===== src/rtl/itra_pkg.sv =====
// Shared constants, types and helpers for the integer to radix ASCII unit.
// No dependencies; imported by every module of the block.
package itra_pkg;

  localparam int VALUE_W       = 32;
  localparam int CHAR_W        = 7;
  localparam int OUT_TDATA_W   = 8;
  localparam int RADIX_W       = 6;
  localparam int WORD_BITS_DEF = 32;
  localparam int STEP_BITS     = 8;

  localparam logic [RADIX_W-1:0] RADIX_MIN   = 6'd2;
  localparam logic [RADIX_W-1:0] RADIX_MAX   = 6'd36;
  localparam logic [RADIX_W-1:0] RADIX_RESET = 6'd10;
  localparam logic [RADIX_W-1:0] DEC_RADIX   = 6'd10;

  localparam logic [CHAR_W-1:0] CH_MINUS = 7'h2D;
  localparam logic [CHAR_W-1:0] CH_ZERO  = 7'h30;
  localparam logic [CHAR_W-1:0] CH_ALPHA = 7'h41;

  typedef struct packed {
    logic load;
    logic div_step;
    logic div_last;
    logic emit_sign;
    logic emit_digit;
  } itra_cmd_t;

  typedef struct packed {
    logic quot_zero;
    logic neg;
    logic cnt_one;
    logic cnt_zero;
    logic out_free;
  } itra_stat_t;

  function automatic logic [CHAR_W-1:0] digit_char(input logic [RADIX_W-1:0] d);
    logic [CHAR_W-1:0] dw;
    dw = CHAR_W'(d);
    if (d < DEC_RADIX) begin
      digit_char = CH_ZERO + dw;
    end else begin
      digit_char = CH_ALPHA + dw - CHAR_W'(DEC_RADIX);
    end
  endfunction

  function automatic logic [RADIX_W-1:0] clamp_radix(input logic [RADIX_W-1:0] w);
    if (w < RADIX_MIN) begin
      clamp_radix = RADIX_MIN;
    end else if (w > RADIX_MAX) begin
      clamp_radix = RADIX_MAX;
    end else begin
      clamp_radix = w;
    end
  endfunction

endpackage


===== src/rtl/itra_ctrl.sv =====
// Sequencer for the integer to radix ASCII unit: load, divide, sign, emit.
// Depends on itra_pkg; drives commands into itra_dp.
module itra_ctrl #(
  parameter int NCHUNK = 4
) (
  input  logic                  clk,
  input  logic                  rst,
  input  logic                  s_valid,
  output logic                  s_ready,
  input  itra_pkg::itra_stat_t  stat,
  output itra_pkg::itra_cmd_t   cmd
);
  import itra_pkg::*;

  localparam int CHUNK_W = (NCHUNK > 1) ? $clog2(NCHUNK) : 1;
  localparam logic [CHUNK_W-1:0] CHUNK_LAST = CHUNK_W'(NCHUNK - 1);

  localparam logic [1:0] ST_IDLE = 2'd0;
  localparam logic [1:0] ST_DIV  = 2'd1;
  localparam logic [1:0] ST_SIGN = 2'd2;
  localparam logic [1:0] ST_EMIT = 2'd3;

  logic [1:0]         state, state_next;
  logic [CHUNK_W-1:0] chunk, chunk_next;

  always_ff @(posedge clk) begin
    if (rst) begin
      state <= ST_IDLE;
      chunk <= '0;
    end else begin
      state <= state_next;
      chunk <= chunk_next;
    end
  end

  always_comb begin
    cmd        = '0;
    state_next = state;
    chunk_next = chunk;
    case (state)
      ST_IDLE: begin
        if (s_valid) begin
          cmd.load   = 1'b1;
          chunk_next = '0;
          state_next = ST_DIV;
        end
      end
      ST_DIV: begin
        cmd.div_step = 1'b1;
        if (chunk == CHUNK_LAST) begin
          cmd.div_last = 1'b1;
          chunk_next   = '0;
          if (stat.quot_zero) begin
            state_next = stat.neg ? ST_SIGN : ST_EMIT;
          end
        end else begin
          chunk_next = chunk + 1'b1;
        end
      end
      ST_SIGN: begin
        if (stat.out_free) begin
          cmd.emit_sign = 1'b1;
          state_next    = ST_EMIT;
        end
      end
      ST_EMIT: begin
        if (stat.out_free) begin
          cmd.emit_digit = 1'b1;
          if (stat.cnt_one) begin
            state_next = ST_IDLE;
          end
        end
      end
      default: begin
        state_next = ST_IDLE;
      end
    endcase
  end

  assign s_ready = (state == ST_IDLE);

endmodule


===== src/rtl/itra_dp.sv =====
// Datapath: radix register, chunked long division, digit stack, output register.
// Depends on itra_pkg; commanded by itra_ctrl.
module itra_dp #(
  parameter int WORD_BITS = itra_pkg::WORD_BITS_DEF
) (
  input  logic                          clk,
  input  logic                          rst,
  input  logic                          cfg_wen,
  input  logic [itra_pkg::RADIX_W-1:0]  cfg_wdata,
  input  logic [itra_pkg::VALUE_W-1:0]  value,
  input  itra_pkg::itra_cmd_t           cmd,
  output itra_pkg::itra_stat_t          stat,
  output logic                          out_valid,
  input  logic                          out_ready,
  output logic [itra_pkg::CHAR_W-1:0]   out_char,
  output logic                          out_last
);
  import itra_pkg::*;

  localparam int NCHUNK   = (WORD_BITS + STEP_BITS - 1) / STEP_BITS;
  localparam int PAD_BITS = NCHUNK * STEP_BITS;
  localparam int EXT_W    = (WORD_BITS > VALUE_W) ? WORD_BITS : VALUE_W;
  localparam int CNT_W    = $clog2(WORD_BITS + 1);

  logic [RADIX_W-1:0]   radix;
  logic [PAD_BITS-1:0]  work, work_next;
  logic [RADIX_W-1:0]   rem, rem_next;
  logic [RADIX_W-1:0]   stk [WORD_BITS];
  logic [CNT_W-1:0]     cnt;
  logic                 neg;

  logic [EXT_W-1:0]     ext;
  logic [WORD_BITS-1:0] v, mag;
  logic                 is_neg;

  assign ext    = EXT_W'(value);
  assign v      = ext[WORD_BITS-1:0];
  assign is_neg = v[WORD_BITS-1] && (radix == DEC_RADIX);
  assign mag    = is_neg ? (~v + 1'b1) : v;

  // STEP_BITS restoring steps per cycle, MSB first
  always_comb begin
    logic [RADIX_W:0]   t;
    logic [RADIX_W-1:0] r;
    logic [STEP_BITS-1:0] q;
    r = rem;
    q = '0;
    for (int i = 0; i < STEP_BITS; i++) begin
      t = {r, work[PAD_BITS-1-i]};
      if (t >= {1'b0, radix}) begin
        t = t - {1'b0, radix};
        q[STEP_BITS-1-i] = 1'b1;
      end
      r = t[RADIX_W-1:0];
    end
    rem_next  = r;
    work_next = (work << STEP_BITS) | PAD_BITS'(q);
  end

  always_ff @(posedge clk) begin
    if (rst) begin
      radix <= RADIX_RESET;
    end else if (cfg_wen) begin
      radix <= clamp_radix(cfg_wdata);
    end
  end

  always_ff @(posedge clk) begin
    if (cmd.load) begin
      work <= PAD_BITS'(mag);
      rem  <= '0;
      neg  <= is_neg;
    end else if (cmd.div_step) begin
      work <= work_next;
      rem  <= cmd.div_last ? '0 : rem_next;
    end
  end

  // digit stack: push at the top on each finished digit, pop on emit
  always_ff @(posedge clk) begin
    if (cmd.div_step && cmd.div_last) begin
      stk[0] <= rem_next;
      for (int i = 1; i < WORD_BITS; i++) begin
        stk[i] <= stk[i-1];
      end
    end else if (cmd.emit_digit) begin
      for (int i = 0; i < WORD_BITS - 1; i++) begin
        stk[i] <= stk[i+1];
      end
    end
  end

  always_ff @(posedge clk) begin
    if (rst) begin
      cnt <= '0;
    end else if (cmd.div_step && cmd.div_last) begin
      cnt <= cnt + 1'b1;
    end else if (cmd.emit_digit) begin
      cnt <= cnt - 1'b1;
    end
  end

  always_ff @(posedge clk) begin
    if (rst) begin
      out_valid <= 1'b0;
    end else if (cmd.emit_sign || cmd.emit_digit) begin
      out_valid <= 1'b1;
    end else if (out_ready) begin
      out_valid <= 1'b0;
    end
  end

  always_ff @(posedge clk) begin
    if (cmd.emit_sign) begin
      out_char <= CH_MINUS;
      out_last <= 1'b0;
    end else if (cmd.emit_digit) begin
      out_char <= digit_char(stk[0]);
      out_last <= (cnt == CNT_W'(1));
    end
  end

  assign stat.quot_zero = (work_next == '0);
  assign stat.neg       = neg;
  assign stat.cnt_one   = (cnt == CNT_W'(1));
  assign stat.cnt_zero  = (cnt == '0);
  assign stat.out_free  = !out_valid || out_ready;

endmodule


===== src/rtl/integer_to_radix_ascii_unit.sv =====
// Top level of the integer to radix ASCII unit.
// Depends on itra_pkg, itra_ctrl and itra_dp.
//
// Converts an integer into its text form in a programmable radix.
// Input stream s_axis: one value per transfer. Output stream m_axis: one
// ASCII character per transfer, most significant digit first, tlast on the
// final character. cfg_wen/cfg_wdata write the radix (clamped to 2..36);
// write only while the unit is idle. Radix 10 negative values get a '-'.
// Each digit takes NCHUNK chunks of division (WORD_BITS/8 rounded up,
// 4 for 32 bits), run by the 8-bit-per-cycle divide step against the
// radix. Emission then pops one character per cycle from the digit
// stack while the output register is free. One item is converted
// at a time; s_axis_tready is high only while the sequencer is idle.
// The last character may still sit in the output register while the next
// value is taken. A stall on m_axis_tready holds the character and pauses
// emission. Reset (rst, synchronous) sets radix to 10 and empties the unit.
module integer_to_radix_ascii_unit #(
  parameter int WORD_BITS = itra_pkg::WORD_BITS_DEF
) (
  input  logic                              clk,
  input  logic                              rst,
  input  logic                              cfg_wen,
  input  logic [itra_pkg::RADIX_W-1:0]      cfg_wdata,
  input  logic                              s_axis_tvalid,
  output logic                              s_axis_tready,
  input  logic [itra_pkg::VALUE_W-1:0]      s_axis_tdata,   // [31:0] value
  output logic                              m_axis_tvalid,
  input  logic                              m_axis_tready,
  output logic [itra_pkg::OUT_TDATA_W-1:0]  m_axis_tdata,   // [6:0] character, [7] zero
  output logic                              m_axis_tlast
);
  import itra_pkg::*;

  localparam int NCHUNK = (WORD_BITS + STEP_BITS - 1) / STEP_BITS;

  itra_cmd_t          cmd;
  itra_stat_t         stat;
  logic [CHAR_W-1:0]  out_char;

  itra_ctrl #(
    .NCHUNK (NCHUNK)
  ) u_ctrl (
    .clk     (clk),
    .rst     (rst),
    .s_valid (s_axis_tvalid),
    .s_ready (s_axis_tready),
    .stat    (stat),
    .cmd     (cmd)
  );

  itra_dp #(
    .WORD_BITS (WORD_BITS)
  ) u_dp (
    .clk       (clk),
    .rst       (rst),
    .cfg_wen   (cfg_wen),
    .cfg_wdata (cfg_wdata),
    .value     (s_axis_tdata),
    .cmd       (cmd),
    .stat      (stat),
    .out_valid (m_axis_tvalid),
    .out_ready (m_axis_tready),
    .out_char  (out_char),
    .out_last  (m_axis_tlast)
  );

  assign m_axis_tdata = OUT_TDATA_W'(out_char);

  a_idle_empty: assert property (@(posedge clk) disable iff (rst)
    s_axis_tready |-> stat.cnt_zero)
    else $error("digit stack not empty while idle");

  a_busy_after_accept: assert property (@(posedge clk) disable iff (rst)
    (s_axis_tvalid && s_axis_tready) |=> !s_axis_tready)
    else $error("new transfer taken while converting");

  a_last_not_sign: assert property (@(posedge clk) disable iff (rst)
    (m_axis_tvalid && m_axis_tlast) |-> (out_char != CH_MINUS))
    else $error("sign marked as final character");

endmodule

===== config.mk =====
export PLATFORM = sky130hd
export DESIGN_NAME = integer_to_radix_ascii_unit
export DESIGN_NICKNAME = d
export VERILOG_FILES = /design/src/rtl/itra_pkg.sv /design/src/rtl/itra_ctrl.sv /design/src/rtl/itra_dp.sv /design/src/rtl/integer_to_radix_ascii_unit.sv
export SDC_FILE = /design/constraint.sdc
export NUM_CORES = 1
export LEC_CHECK = 0
export BUFFER_PORTS_ARGS = -buffer_cell sky130_fd_sc_hd__buf_2
export CAP_MARGIN = 20
export CORE_UTILIZATION = 58
export CTS_BUF_LIST = sky130_fd_sc_hd__clkbuf_4
export CTS_CLUSTER_DIAMETER = 100
export DETAILED_ROUTE_END_ITERATION = 8
export HOLD_SLACK_MARGIN = 0.12
export MAX_ROUTING_LAYER = met4
export PLACE_DENSITY_LB_ADDON = 0.25
export SKIP_LAST_GASP = 1
export SYNTH_ARGS = -nofsm -noshare
export SYNTH_HDL_FRONTEND = slang
export SYNTH_HIERARCHICAL = 1
export SYNTH_SLANG_ARGS = --single-unit

===== constraint.sdc =====
create_clock -name clk -period 15.64 [get_ports clk]
set_input_delay 3.128 -clock clk [delete_from_list [all_inputs] [get_ports clk]]
set_output_delay 3.128 -clock clk [all_outputs]
set_load 0.005 [all_outputs]

==> results.cfg <==
[sta]
skew_ps = 46.7
final_max_slew_viol_count = 0
max_freq_mhz = 66.2
worstMarginPinSlew_ps = 1020
timing.setup.tns_ps = 0
hold_viol = 0
min_period_ps = 15110
max-slew-margin-rel_pct = 31.9
finalSetupViolations = 0
period_share_pct = 96.6

[drt]
drc = 0
dr_total_vias = 11600
wire_per_inst_um = 15.9
drtIter0Drc = 945
ant_nets = 0
dr.pass1.iters = 7
vias_per_cell = 5.55
drt_wl_total_um = 33200

[clock_network]
numCtsBuffers = 68
root_buffer = clkbuf_4
htree_levels = 3
clkTransAtPathRegs_ps = 60
cts_tree = yes
worstSkewPairLatency_ps = 660
cts.path.max_buffers = 3
holdBufCountCts = 0
cts.sinks = 256

[die]
pin_count = 54
dieArea_um2 = 25800
fp.dieH_um = 161
core-area_um2 = 24500
die_w_um = 161
start_util_pct = 59.6
rows = 57

[outcome]
status = finished clean

[cells_and_area]
num-fill-cells = 1952
seq_area_um2 = 7380
layout.nets = 1818
stdcell_area_um2 = 16900
multi_input_area_um2 = 7110
drive_above_1_share_pct = 19.0
final_common_cell = nand2_1
area_growth_syn_to_layout_pct = 15.4
final_util_pct = 68.8
most-common-layout-cells = nand2_1, edfxtp_1, clkbuf_4

[critical_path]
critical_path.most_common_cell = ha_1
end_kind = flip-flop
cp_slowest_cell = dfxtp_1
crit_path_start_kind = flip-flop
cp.required_ps = 16180
critPathMaxFanout = 6
worstReg2RegStart = u_dp/rem[4]$_SDFFE_PP0P_
slowest_delay_ps = 460
crit_start = u_dp/rem[4]$_SDFFE_PP0P_
arrival_ps = 15660
crit_type = reg -> reg

[logic_synthesis]
synth_cells = 1575
yosys_warnings = 6
syn-num-nets = 1688
synth_area_um2 = 14600
avgSynthCellArea_um2 = 9.28

[place]
place_hpwl_um = 22300
place_area_um2 = 15400
gp_congestion = 0.979
numPortBuffers = 52

[min_path]
hp-start = u_dp/stk[30][1]$_DFFE_PP_
hp-class = reg -> reg

[global_routing]
antenna_found_initial = 1
grt_max_degree = 110
grt_pass1_wl_um = 53100
grt.total_usage_pct = 26.2
first_global_vias = 10900
gr-total-overflow = 0

[flow_run]
maxCapViolCount = 0
==> final timing paths <==
path	slack, ps	depth (start not counted)	to
hold reg to reg	450	0	u_dp/stk[31][1]$_DFFE_PP_
hold / removal	450	0	u_dp/stk[31][1]$_DFFE_PP_
setup reg to reg	530	75	u_ctrl/state[0]$_SDFFE_PP0P_
setup / recovery	530	75	u_ctrl/state[0]$_SDFFE_PP0P_
==> timing repair <==
action,4_1_cts,5_1_grt
resized for setup,2,74
buffers inserted,0,26
cloned,0,1
pin swaps,0,37
hold endpoints to repair,0,0
setup endpoints to repair,2,15
==> metal layers <==
metal / up-vias / track usage, % / share of wire [%]
li1: 5718 / - / -
met1: 5458 / 36.3 / 46
met2: 333 / 38.3 / 45
met3: 58 / 5.29 / 6.7
met4: 0 / 9.18 / 2.2
met5: - / - / 0
==> through the flow <==
step / worst slack [ps] / std cells / hold slack (ps)
final: 525 / 2085 / 452
after CTS: 9.76 / 2054 / 454
after floorplan: 14.1 / 1575 / 426
after global placement: 300 / 1931 / 431
after detailed placement: -168 / 1931 / 438
after global routing: -146 / 2085 / 465
==> state kept, by name, summed over array words and instances (netlist names), 2 cells and up <==
| signal | flops |
|---|---|
| u_dp/stk | 192 |
| u_dp/work | 32 |
| u_dp/out_char | 7 |
| u_dp/cnt | 6 |
| u_dp/radix | 6 |
| u_dp/rem | 6 |
| u_ctrl/chunk | 2 |
| u_ctrl/state | 2 |
==> cell type report <==
cell class	count	share of cell area (%)
multi-input cells	1194	42.1
well taps	324	2.40
inverters	63	1.42
diodes	3	0.0445
repair buffers	122	4.87
clock buffers	103	4.58
flip-flops and latches	256	43.8
clock inverters	20	0.786
==> critical path, delay by kind of cell, from the launching register on <==
kind            cells  cell delay, ps
compound gates     36            6980
fa+ha+maj           8            2230
buf+inv             6             510
flops               1             460
mux                 6            1920
simple gates       19            2880
Power is left out: the tool's default activity adds up to more than one toggle a clock period on the data nets, which glitch-free logic cannot reach.
